$ cat src/rtl/core/pttp_pkg.sv
// Shared types, widths, register codes and reset values for the tone period controller.
package pttp_pkg;

  localparam int SAMPLE_W   = 12;
  localparam int FREQ_W     = 10;
  localparam int DB_W       = 8;
  localparam int CPT_W      = 24;
  localparam int NUM_W      = 36;
  localparam int DEN_W      = 22;
  localparam int DIV_CNT_W  = 6;
  localparam int CFG_IDX_W  = 3;
  localparam int CFG_DATA_W = 24;

  localparam int WINDOW_LEN_DEF = 32;
  localparam int QUEUE_DEPTH    = 2;

  localparam logic [CFG_IDX_W-1:0] REG_LO_THRESH       = 3'd0;
  localparam logic [CFG_IDX_W-1:0] REG_HI_THRESH       = 3'd1;
  localparam logic [CFG_IDX_W-1:0] REG_FREQ_LO         = 3'd2;
  localparam logic [CFG_IDX_W-1:0] REG_FREQ_HI         = 3'd3;
  localparam logic [CFG_IDX_W-1:0] REG_DEAD_BAND       = 3'd4;
  localparam logic [CFG_IDX_W-1:0] REG_CLOCK_PER_TABLE = 3'd5;

  localparam logic [SAMPLE_W-1:0] LO_THRESH_RST       = 12'd192;
  localparam logic [SAMPLE_W-1:0] HI_THRESH_RST       = 12'd3170;
  localparam logic [FREQ_W-1:0]   FREQ_LO_RST         = 10'd1;
  localparam logic [FREQ_W-1:0]   FREQ_HI_RST         = 10'd30;
  localparam logic [DB_W-1:0]     DEAD_BAND_RST       = 8'd2;
  localparam logic [CPT_W-1:0]    CLOCK_PER_TABLE_RST = 24'd31250;

  localparam logic [CPT_W-1:0] RELOAD_MAX = 24'hFFFFFF;

  typedef struct packed {
    logic [SAMPLE_W-1:0] mean;
    logic                start;
    logic                stop;
    logic                write;
    logic [NUM_W-1:0]    num;
    logic [DEN_W-1:0]    den;
  } pttp_job_t;

  typedef enum logic [2:0] {
    F_ACC,
    F_MEAN,
    F_CLASS,
    F_MUL_NUM,
    F_MUL_A,
    F_MUL_B,
    F_PUSH
  } pttp_front_state_t;

  typedef enum logic [1:0] {
    B_IDLE,
    B_DIV,
    B_FIN,
    B_OUT
  } pttp_back_state_t;

endpackage

$ cat src/rtl/core/pttp_front.sv
// Front end: configuration registers, window accumulation, mean and reload operands.
module pttp_front #(
  parameter int WINDOW_LEN = pttp_pkg::WINDOW_LEN_DEF
) (
  input  logic                                clk,
  input  logic                                rst_n,
  input  logic                                cfg_wr_en,
  input  logic [pttp_pkg::CFG_IDX_W-1:0]      cfg_index,
  input  logic [pttp_pkg::CFG_DATA_W-1:0]     cfg_wdata,
  input  logic                                in_valid,
  output logic                                in_ready,
  input  logic [pttp_pkg::SAMPLE_W-1:0]       in_adc_sample,
  output logic                                job_valid,
  input  logic                                job_ready,
  output pttp_pkg::pttp_job_t                 job
);

  localparam int CNT_W  = $clog2(WINDOW_LEN);
  localparam int SUM_W  = pttp_pkg::SAMPLE_W + CNT_W;
  localparam int REC_K  = SUM_W + CNT_W;
  localparam int REC_W  = SUM_W + 2;
  localparam int PROD_W = SUM_W + REC_W;
  localparam int unsigned REC_M_INT = ((32'd1 << REC_K) + WINDOW_LEN - 1) / WINDOW_LEN;
  localparam logic [REC_W-1:0] REC_M = REC_W'(REC_M_INT);
  localparam int SW = pttp_pkg::SAMPLE_W;
  localparam int NW = pttp_pkg::NUM_W;
  localparam int DW = pttp_pkg::DEN_W;

  logic [SW-1:0]              lo_thresh_r;
  logic [SW-1:0]              hi_thresh_r;
  logic [pttp_pkg::FREQ_W-1:0] freq_lo_r;
  logic [pttp_pkg::FREQ_W-1:0] freq_hi_r;
  logic [pttp_pkg::DB_W-1:0]   dead_band_r;
  logic [pttp_pkg::CPT_W-1:0]  clock_per_table_r;

  pttp_pkg::pttp_front_state_t state_r, state_nxt;
  logic [SUM_W-1:0] sum_r, sum_nxt;
  logic [CNT_W-1:0] cnt_r, cnt_nxt;
  logic             stopped_r, stopped_nxt;
  logic [SW-1:0]    last_mean_r, last_mean_nxt;

  logic [SUM_W-1:0] hold_sum_r, hold_sum_nxt;
  logic [SW-1:0]    mean_r, mean_nxt;
  logic             start_r, start_nxt;
  logic             stop_r, stop_nxt;
  logic             write_r, write_nxt;
  logic [SW-1:0]    sp_r, sp_nxt;
  logic [SW-1:0]    a_r, a_nxt;
  logic [SW-1:0]    b_r, b_nxt;
  logic [NW-1:0]    num_r, num_nxt;
  logic [DW-1:0]    den_r, den_nxt;

  logic [SUM_W-1:0]  sum_add;
  logic [PROD_W-1:0] mean_prod;
  logic [SW-1:0]     diff;
  logic [SW-1:0]     span_w;
  logic [SW-1:0]     d_w;

  always_ff @(posedge clk) begin
    if (!rst_n) begin
      lo_thresh_r       <= pttp_pkg::LO_THRESH_RST;
      hi_thresh_r       <= pttp_pkg::HI_THRESH_RST;
      freq_lo_r         <= pttp_pkg::FREQ_LO_RST;
      freq_hi_r         <= pttp_pkg::FREQ_HI_RST;
      dead_band_r       <= pttp_pkg::DEAD_BAND_RST;
      clock_per_table_r <= pttp_pkg::CLOCK_PER_TABLE_RST;
    end else if (cfg_wr_en) begin
      unique case (cfg_index)
        pttp_pkg::REG_LO_THRESH:       lo_thresh_r       <= cfg_wdata[SW-1:0];
        pttp_pkg::REG_HI_THRESH:       hi_thresh_r       <= cfg_wdata[SW-1:0];
        pttp_pkg::REG_FREQ_LO:         freq_lo_r         <= cfg_wdata[pttp_pkg::FREQ_W-1:0];
        pttp_pkg::REG_FREQ_HI:         freq_hi_r         <= cfg_wdata[pttp_pkg::FREQ_W-1:0];
        pttp_pkg::REG_DEAD_BAND:       dead_band_r       <= cfg_wdata[pttp_pkg::DB_W-1:0];
        pttp_pkg::REG_CLOCK_PER_TABLE: clock_per_table_r <= cfg_wdata[pttp_pkg::CPT_W-1:0];
        default: begin
        end
      endcase
    end
  end

  always_ff @(posedge clk) begin
    if (!rst_n) begin
      state_r     <= pttp_pkg::F_ACC;
      sum_r       <= '0;
      cnt_r       <= '0;
      stopped_r   <= 1'b0;
      last_mean_r <= '0;
    end else begin
      state_r     <= state_nxt;
      sum_r       <= sum_nxt;
      cnt_r       <= cnt_nxt;
      stopped_r   <= stopped_nxt;
      last_mean_r <= last_mean_nxt;
    end
  end

  always_ff @(posedge clk) begin
    hold_sum_r <= hold_sum_nxt;
    mean_r     <= mean_nxt;
    start_r    <= start_nxt;
    stop_r     <= stop_nxt;
    write_r    <= write_nxt;
    sp_r       <= sp_nxt;
    a_r        <= a_nxt;
    b_r        <= b_nxt;
    num_r      <= num_nxt;
    den_r      <= den_nxt;
  end

  assign sum_add   = sum_r + SUM_W'(in_adc_sample);
  assign mean_prod = PROD_W'(hold_sum_r) * PROD_W'(REC_M);
  assign diff      = (mean_r >= last_mean_r) ? (mean_r - last_mean_r) : (last_mean_r - mean_r);
  assign span_w    = hi_thresh_r - lo_thresh_r;
  assign d_w       = mean_r - SW'(1) - lo_thresh_r;

  always_comb begin
    state_nxt     = state_r;
    sum_nxt       = sum_r;
    cnt_nxt       = cnt_r;
    stopped_nxt   = stopped_r;
    last_mean_nxt = last_mean_r;
    hold_sum_nxt  = hold_sum_r;
    mean_nxt      = mean_r;
    start_nxt     = start_r;
    stop_nxt      = stop_r;
    write_nxt     = write_r;
    sp_nxt        = sp_r;
    a_nxt         = a_r;
    b_nxt         = b_r;
    num_nxt       = num_r;
    den_nxt       = den_r;
    in_ready      = 1'b0;
    job_valid     = 1'b0;

    unique case (state_r)
      pttp_pkg::F_ACC: begin
        in_ready = 1'b1;
        if (in_valid) begin
          if (cnt_r == CNT_W'(WINDOW_LEN - 1)) begin
            hold_sum_nxt = sum_add;
            sum_nxt      = '0;
            cnt_nxt      = '0;
            state_nxt    = pttp_pkg::F_MEAN;
          end else begin
            sum_nxt = sum_add;
            cnt_nxt = cnt_r + CNT_W'(1);
          end
        end
      end
      pttp_pkg::F_MEAN: begin
        mean_nxt  = mean_prod[REC_K +: SW];
        state_nxt = pttp_pkg::F_CLASS;
      end
      pttp_pkg::F_CLASS: begin
        start_nxt = 1'b0;
        stop_nxt  = 1'b0;
        write_nxt = 1'b0;
        if (mean_r > lo_thresh_r) begin
          start_nxt     = stopped_r;
          stopped_nxt   = 1'b0;
          last_mean_nxt = mean_r;
          write_nxt     = diff > SW'(dead_band_r);
          if ((hi_thresh_r <= lo_thresh_r) || (mean_r > hi_thresh_r)) begin
            sp_nxt = SW'(1);
            a_nxt  = '0;
            b_nxt  = SW'(1);
          end else begin
            sp_nxt = span_w;
            a_nxt  = span_w - d_w;
            b_nxt  = d_w;
          end
        end else begin
          stop_nxt    = !stopped_r;
          stopped_nxt = 1'b1;
        end
        state_nxt = write_nxt ? pttp_pkg::F_MUL_NUM : pttp_pkg::F_PUSH;
      end
      pttp_pkg::F_MUL_NUM: begin
        num_nxt   = NW'(clock_per_table_r) * NW'(sp_r);
        state_nxt = pttp_pkg::F_MUL_A;
      end
      pttp_pkg::F_MUL_A: begin
        den_nxt   = DW'(freq_lo_r) * DW'(a_r);
        state_nxt = pttp_pkg::F_MUL_B;
      end
      pttp_pkg::F_MUL_B: begin
        den_nxt   = den_r + DW'(freq_hi_r) * DW'(b_r);
        state_nxt = pttp_pkg::F_PUSH;
      end
      pttp_pkg::F_PUSH: begin
        job_valid = 1'b1;
        if (job_ready) begin
          state_nxt = pttp_pkg::F_ACC;
        end
      end
      default: begin
        state_nxt = pttp_pkg::F_ACC;
      end
    endcase
  end

  assign job.mean  = mean_r;
  assign job.start = start_r;
  assign job.stop  = stop_r;
  assign job.write = write_r;
  assign job.num   = num_r;
  assign job.den   = den_r;

endmodule

$ cat src/rtl/core/pttp_fifo.sv
// Short job queue between the front end and the divider back end.
module pttp_fifo (
  input  logic                clk,
  input  logic                rst_n,
  input  logic                push_valid,
  output logic                push_ready,
  input  pttp_pkg::pttp_job_t push_data,
  output logic                pop_valid,
  input  logic                pop_ready,
  output pttp_pkg::pttp_job_t pop_data
);

  localparam int DEPTH = pttp_pkg::QUEUE_DEPTH;
  localparam int PTR_W = (DEPTH > 1) ? $clog2(DEPTH) : 1;
  localparam int CNT_W = $clog2(DEPTH + 1);

  pttp_pkg::pttp_job_t mem_r [DEPTH];
  logic [PTR_W-1:0] wr_ptr_r, wr_ptr_nxt;
  logic [PTR_W-1:0] rd_ptr_r, rd_ptr_nxt;
  logic [CNT_W-1:0] count_r, count_nxt;
  logic             do_push;
  logic             do_pop;

  assign push_ready = count_r != CNT_W'(DEPTH);
  assign pop_valid  = count_r != '0;
  assign do_push    = push_valid && push_ready;
  assign do_pop     = pop_valid && pop_ready;
  assign pop_data   = mem_r[rd_ptr_r];

  always_comb begin
    wr_ptr_nxt = wr_ptr_r;
    rd_ptr_nxt = rd_ptr_r;
    count_nxt  = count_r;
    if (do_push) begin
      wr_ptr_nxt = (wr_ptr_r == PTR_W'(DEPTH - 1)) ? '0 : wr_ptr_r + PTR_W'(1);
    end
    if (do_pop) begin
      rd_ptr_nxt = (rd_ptr_r == PTR_W'(DEPTH - 1)) ? '0 : rd_ptr_r + PTR_W'(1);
    end
    if (do_push && !do_pop) begin
      count_nxt = count_r + CNT_W'(1);
    end else if (do_pop && !do_push) begin
      count_nxt = count_r - CNT_W'(1);
    end
  end

  always_ff @(posedge clk) begin
    if (!rst_n) begin
      wr_ptr_r <= '0;
      rd_ptr_r <= '0;
      count_r  <= '0;
    end else begin
      wr_ptr_r <= wr_ptr_nxt;
      rd_ptr_r <= rd_ptr_nxt;
      count_r  <= count_nxt;
    end
  end

  always_ff @(posedge clk) begin
    if (do_push) begin
      mem_r[wr_ptr_r] <= push_data;
    end
  end

endmodule

$ cat src/rtl/core/pttp_back.sv
// Back end: bit-serial reload division and the registered result word.
module pttp_back (
  input  logic                                clk,
  input  logic                                rst_n,
  input  logic                                job_valid,
  output logic                                job_ready,
  input  pttp_pkg::pttp_job_t                 job,
  output logic                                out_valid,
  input  logic                                out_ready,
  output logic [pttp_pkg::SAMPLE_W-1:0]       out_mean_value,
  output logic                                out_start_output,
  output logic                                out_stop_output,
  output logic                                out_reload_write,
  output logic [pttp_pkg::CPT_W-1:0]          out_reload_value
);

  localparam int NW = pttp_pkg::NUM_W;
  localparam int DW = pttp_pkg::DEN_W;
  localparam int CW = pttp_pkg::DIV_CNT_W;
  localparam int RW = pttp_pkg::CPT_W;

  pttp_pkg::pttp_back_state_t state_r, state_nxt;
  logic [CW-1:0] step_r, step_nxt;

  logic [NW-1:0]  quo_r, quo_nxt;
  logic [DW-1:0]  rem_r, rem_nxt;
  logic [DW-1:0]  den_r, den_nxt;
  logic [pttp_pkg::SAMPLE_W-1:0] mean_r, mean_nxt;
  logic           start_r, start_nxt;
  logic           stop_r, stop_nxt;
  logic           write_r, write_nxt;
  logic [RW-1:0]  reload_r, reload_nxt;

  logic [DW:0]    trial;
  logic           fits;
  logic [NW-1:0]  quo_m1;

  assign trial  = {rem_r, quo_r[NW-1]};
  assign fits   = trial >= {1'b0, den_r};
  assign quo_m1 = quo_r - NW'(1);

  always_ff @(posedge clk) begin
    if (!rst_n) begin
      state_r <= pttp_pkg::B_IDLE;
      step_r  <= '0;
    end else begin
      state_r <= state_nxt;
      step_r  <= step_nxt;
    end
  end

  always_ff @(posedge clk) begin
    quo_r    <= quo_nxt;
    rem_r    <= rem_nxt;
    den_r    <= den_nxt;
    mean_r   <= mean_nxt;
    start_r  <= start_nxt;
    stop_r   <= stop_nxt;
    write_r  <= write_nxt;
    reload_r <= reload_nxt;
  end

  always_comb begin
    state_nxt  = state_r;
    step_nxt   = step_r;
    quo_nxt    = quo_r;
    rem_nxt    = rem_r;
    den_nxt    = den_r;
    mean_nxt   = mean_r;
    start_nxt  = start_r;
    stop_nxt   = stop_r;
    write_nxt  = write_r;
    reload_nxt = reload_r;
    job_ready  = 1'b0;
    out_valid  = 1'b0;

    unique case (state_r)
      pttp_pkg::B_IDLE: begin
        job_ready = 1'b1;
        if (job_valid) begin
          mean_nxt  = job.mean;
          start_nxt = job.start;
          stop_nxt  = job.stop;
          write_nxt = job.write;
          quo_nxt   = job.num;
          den_nxt   = job.den;
          rem_nxt   = '0;
          step_nxt  = '0;
          if (!job.write) begin
            reload_nxt = '0;
            state_nxt  = pttp_pkg::B_OUT;
          end else if (job.den == '0) begin
            reload_nxt = pttp_pkg::RELOAD_MAX;
            state_nxt  = pttp_pkg::B_OUT;
          end else begin
            state_nxt = pttp_pkg::B_DIV;
          end
        end
      end
      pttp_pkg::B_DIV: begin
        rem_nxt  = fits ? DW'(trial - {1'b0, den_r}) : trial[DW-1:0];
        quo_nxt  = {quo_r[NW-2:0], fits};
        step_nxt = step_r + CW'(1);
        if (step_r == CW'(NW - 1)) begin
          state_nxt = pttp_pkg::B_FIN;
        end
      end
      pttp_pkg::B_FIN: begin
        if (quo_r == '0) begin
          reload_nxt = '0;
        end else if (|quo_m1[NW-1:RW]) begin
          reload_nxt = pttp_pkg::RELOAD_MAX;
        end else begin
          reload_nxt = quo_m1[RW-1:0];
        end
        state_nxt = pttp_pkg::B_OUT;
      end
      pttp_pkg::B_OUT: begin
        out_valid = 1'b1;
        if (out_ready) begin
          state_nxt = pttp_pkg::B_IDLE;
        end
      end
    endcase
  end

  assign out_mean_value   = mean_r;
  assign out_start_output = start_r;
  assign out_stop_output  = stop_r;
  assign out_reload_write = write_r;
  assign out_reload_value = reload_r;

endmodule

$ cat src/rtl/core/pot_to_tone_period_controller.sv
// Top level of the potentiometer to tone period controller.
// Samples take one word per cycle while in_ready is high; a window-end word holds it low
// while its mean and class and, for a new reload, its operands are formed, and until the
// queue takes the job. Only a reload job goes through the 36-step back-end divider.
// A two-entry job queue lets the next window accumulate while the divider works.
// Synchronous reset clears the window, the run/stop state, the queue and the configuration.
module pot_to_tone_period_controller #(
  parameter int WINDOW_LEN = pttp_pkg::WINDOW_LEN_DEF
) (
  input  logic                                clk,
  input  logic                                rst_n,
  input  logic                                cfg_wr_en,
  input  logic [pttp_pkg::CFG_IDX_W-1:0]      cfg_index,
  input  logic [pttp_pkg::CFG_DATA_W-1:0]     cfg_wdata,
  input  logic                                in_valid,
  output logic                                in_ready,
  input  logic [pttp_pkg::SAMPLE_W-1:0]       in_adc_sample,
  output logic                                out_valid,
  input  logic                                out_ready,
  output logic [pttp_pkg::SAMPLE_W-1:0]       out_mean_value,
  output logic                                out_start_output,
  output logic                                out_stop_output,
  output logic                                out_reload_write,
  output logic [pttp_pkg::CPT_W-1:0]          out_reload_value
);

  logic                push_valid;
  logic                push_ready;
  pttp_pkg::pttp_job_t push_data;
  logic                pop_valid;
  logic                pop_ready;
  pttp_pkg::pttp_job_t pop_data;

  pttp_front #(
    .WINDOW_LEN(WINDOW_LEN)
  ) u_front (
    .clk          (clk),
    .rst_n        (rst_n),
    .cfg_wr_en    (cfg_wr_en),
    .cfg_index    (cfg_index),
    .cfg_wdata    (cfg_wdata),
    .in_valid     (in_valid),
    .in_ready     (in_ready),
    .in_adc_sample(in_adc_sample),
    .job_valid    (push_valid),
    .job_ready    (push_ready),
    .job          (push_data)
  );

  pttp_fifo u_fifo (
    .clk       (clk),
    .rst_n     (rst_n),
    .push_valid(push_valid),
    .push_ready(push_ready),
    .push_data (push_data),
    .pop_valid (pop_valid),
    .pop_ready (pop_ready),
    .pop_data  (pop_data)
  );

  pttp_back u_back (
    .clk             (clk),
    .rst_n           (rst_n),
    .job_valid       (pop_valid),
    .job_ready       (pop_ready),
    .job             (pop_data),
    .out_valid       (out_valid),
    .out_ready       (out_ready),
    .out_mean_value  (out_mean_value),
    .out_start_output(out_start_output),
    .out_stop_output (out_stop_output),
    .out_reload_write(out_reload_write),
    .out_reload_value(out_reload_value)
  );

endmodule
$ cat config.mk
export PLATFORM = sky130hd
export DESIGN_NAME = pot_to_tone_period_controller
export DESIGN_NICKNAME = d
export VERILOG_FILES = /design/src/rtl/core/pttp_pkg.sv /design/src/rtl/core/pttp_front.sv /design/src/rtl/core/pttp_fifo.sv /design/src/rtl/core/pttp_back.sv /design/src/rtl/core/pot_to_tone_period_controller.sv
export SDC_FILE = /design/constraint.sdc
export NUM_CORES = 2
export LEC_CHECK = 0
export BUFFER_PORTS_ARGS = -buffer_cell sky130_fd_sc_hd__buf_2
export CAP_MARGIN = 20
export CORE_MARGIN = 2
export CORE_UTILIZATION = 65
export CTS_CLUSTER_SIZE = 10
export DETAILED_ROUTE_END_ITERATION = 16
export PLACE_DENSITY = 0.82
export SETUP_SLACK_MARGIN = 0.3
export SLEW_MARGIN = 20
export SYNTH_ARGS = -nofsm -noshare
export SYNTH_HDL_FRONTEND = slang
export SYNTH_SLANG_ARGS = --single-unit
$ cat constraint.sdc
create_clock -name clk -period 6.5 [get_ports clk]
set_clock_uncertainty 0.05 [all_clocks]
set_input_delay 0.975 -clock clk [delete_from_list [all_inputs] [get_ports clk]]
set_output_delay 0.975 -clock clk [all_outputs]
set_load 0.05 [all_outputs]
==> results.cfg <==
[worst_setup_path]
crit_top_cell = fa_1
crit_family = adder cells
endpoint_kind = flip-flop
cp_slowest_cell = fa_1
cp_data_required_time_ns = 6.83
crit_start = u_front.sp_r[8]
worstSetupPathType = reg -> reg
r2r-start = u_front.sp_r[8]
crit_chain = buf_4 > and2_1 > fa_1 > inv_1 > fa_1 > inv_1 > fa_1 > fa_1 > inv_1 > fa_1 > inv_1 > ha_1 > a21o_1 > a21o_1 > a311o_1 > a21oi_2 > o31ai_2 > a21oi_2 > buf_4 > o21bai_1 > a21oi_1 > xnor2_1
cp_max_fo = 8
critPathMaxStageDelay_ns = 0.54
critPathBufInv = 6
start_kind = flip-flop
cp_data_arrival_time_ns = 6.31

[timing]
hold_viol = 0
whs_ns = 0.367
period_share_pct = 92.1
setup_tns_ns = 0
timing.final.ws_setup_ns = 0.517
drv_slew = 0
rsz0062_at_grt = true
setup_viol = 0
fin_crit_ns = 5.98
relSlewSlack_pct = 21.4
max_freq_ghz = 0.167
worst_pin_slew_ns = 1.18

[detailed_routing]
wl_per_cell_um = 18.8
final_antenna_net_count = 0
dr_total_vias = 29100
drt-initial-drc-count = 2342
route.detailed.drc = 0
drt_first_pass_iters = 6
routed_wl_um = 95300
vias_per_cell = 5.74

[grt]
grt_usage_pct = 29.4
grt_max_degree = 99
antenna_found_initial = 2
gr-total-overflow = 0
grt_pass1_wl_um = 153000
grt_pass1_vias = 29100

[final_layout]
n_fill_cell = 4638
fin_area_um2 = 44500
final_cell_mix = nand2_1 (629), inv_1 (617), fa_1 (404)
final_util_pct = 70.9
drive_gt1_share_pct = 7.94
final_common_cell = nand2_1
regArea_um2 = 14100
multi_input_area_um2 = 24200
layout.nets = 4925
instances_no_fill = 5067
syn_to_final_growth_pct = 8.14

[placement]
postPlaceCellArea_um2 = 42500
place_ws_ns = 0.393
port_buffers = 84
dpl.cell_count = 4940
hpwl_um = 71100
gp_congestion = 0.940

[pwr]
finalPower_mw = 11.9
p_leak_nw = 19.8
power_density_nw_per_um2 = 268
peakVddDrop_uv = 258

[clocking]
clk_pin_slew_ns = 0.06
cts_made_buffers = 60
cts_tree = built
holdBufCountCts = 0
insertion_delay_ns = 0.65
cts-htree-levels = 2
cts-root-buf = clkbuf_16
cts_buffer_depth = 3
clock-sinks = 513

[synthesis]
ys_seq_area_share_pct = 34.3
synth_edf_count = 386
yosysTopAreaCell = edfxtp_1
ys_types = 81
syn-cell-area_um2 = 41200
synthFlopType = edfxtp_1
async_flop_share_pct = 0
synth_fp_nets = 4873
synth_top_area_share_pct = 28.1
synth.avg_cell_area_um2 = 10.0
ys_seq_elements = 513
synth_cells = 4117
synth.area.top_cells = edfxtp_1 (28%), fa_1 (20%), ha_1 (9.4%)
yosys_warnings = 0

[floorplanning]
die-area_um2 = 65400
ios = 85
die_y_um = 256
chipWidth_um = 256
initial_core_util_pct = 65.5
fp-row-count = 92
coreArea_um2 = 62900

[outcome]
status = complete, no violations

[worst_hold_path]
worstHoldPathType = reg -> reg
holdCritStartpoint = u_front.hold_sum_r[15]

[flow_run]
maxCapViolCount = 0
==> power breakdown <==
part	internal [mW]	switching (mW)	total [mW]
combinational	1.59	2.65	4.24
clock	1.88	1.34	3.22
sequential	4.16	0.291	4.46
==> layout make-up <==
cell class	count	area share [%]
antenna	2	0.0112
clock buffer	105	3.98
clock inverter	7	0.281
inverter	619	5.22
multi-input combinational	2830	54.4
sequential	513	31.8
tap	846	2.38
timing repair buffer	145	2.01
==> routing by layer <==
layer | up-vias | track usage, % | wire length [um]
met4 | 0 | 7.31 | 1990
met3 | 157 | 5.80 | 8170
met1 | 14300 | 41.8 | 40800
li1 | 13600 | - | -
met2 | 1085 | 47.0 | 44300
met5 | - | 0 | 0
==> synthesized netlist by cell type, types with 8 or more instances <==
cell type	n
nand2_1	629
inv_1	618
fa_1	404
edfxtp_1	386
ha_1	308
and2_1	209
a21oi_1	199
nor2_1	167
clkbuf_1	137
dfxtp_1	127
xnor2_1	104
o21ai_0	99
mux2i_1	75
nand3_1	57
a21o_1	56
xor2_1	52
nor2b_1	49
nor3_1	47
mux2_2	41
nand2b_1	28
nand4_1	23
a21oi_2	22
nor4_1	20
o21bai_1	17
or3_1	17
o211ai_1	15
a31oi_1	14
and3_1	14
o21a_1	14
o21ai_1	14
a211oi_1	13
o31ai_1	11
a22oi_1	10
or2_2	10
buf_1	8
==> kinds of logic after synthesis <==
kind of cell             Yosys count  share of synthesized area (%)
flip-flops                       513                           34.3
AND/OR/NAND/NOR                 1296                           14.9
XOR/XNOR                         157                           3.37
multiplexers                     118                           3.01
adder cells (fa/ha/maj)          712                           29.0
AO/OA/AOI/OAI                    547                           8.33
buffers and inverters            774                           7.13
==> path summary, 6_finish.rpt <==
path / cells after the start / end / slack, ns
worst max-delay path: 22 / u_front.num_r[31] / 0.52
worst min-delay path: 0 / u_front.mean_r[10] / 0.37
worst max register to register: 22 / u_front.num_r[31] / 0.52
worst min register to register: 0 / u_front.mean_r[10] / 0.37
==> what timing repair did <==
| action | in CTS | in global routing |
|---|---|---|
| gates resized for setup | 0 | 11 |
| setup endpoints to repair | 0 | 7 |
| buffers inserted | 0 | 12 |
==> registers in the layout, summed over array words and instances (netlist names), 17 cells and up, named ones only <==
register and flops:
u_fifo.mem_r 146, u_front.den_r 22, u_back.quo_r 36, u_front.num_r 36, u_front.clock_per_table_r 24, u_back.den_r 22, u_back.out_reload_value 24, u_front.sum_r 17
u_back.rem_r 22
No activity file was read; power rests on OpenSTA's default activity.
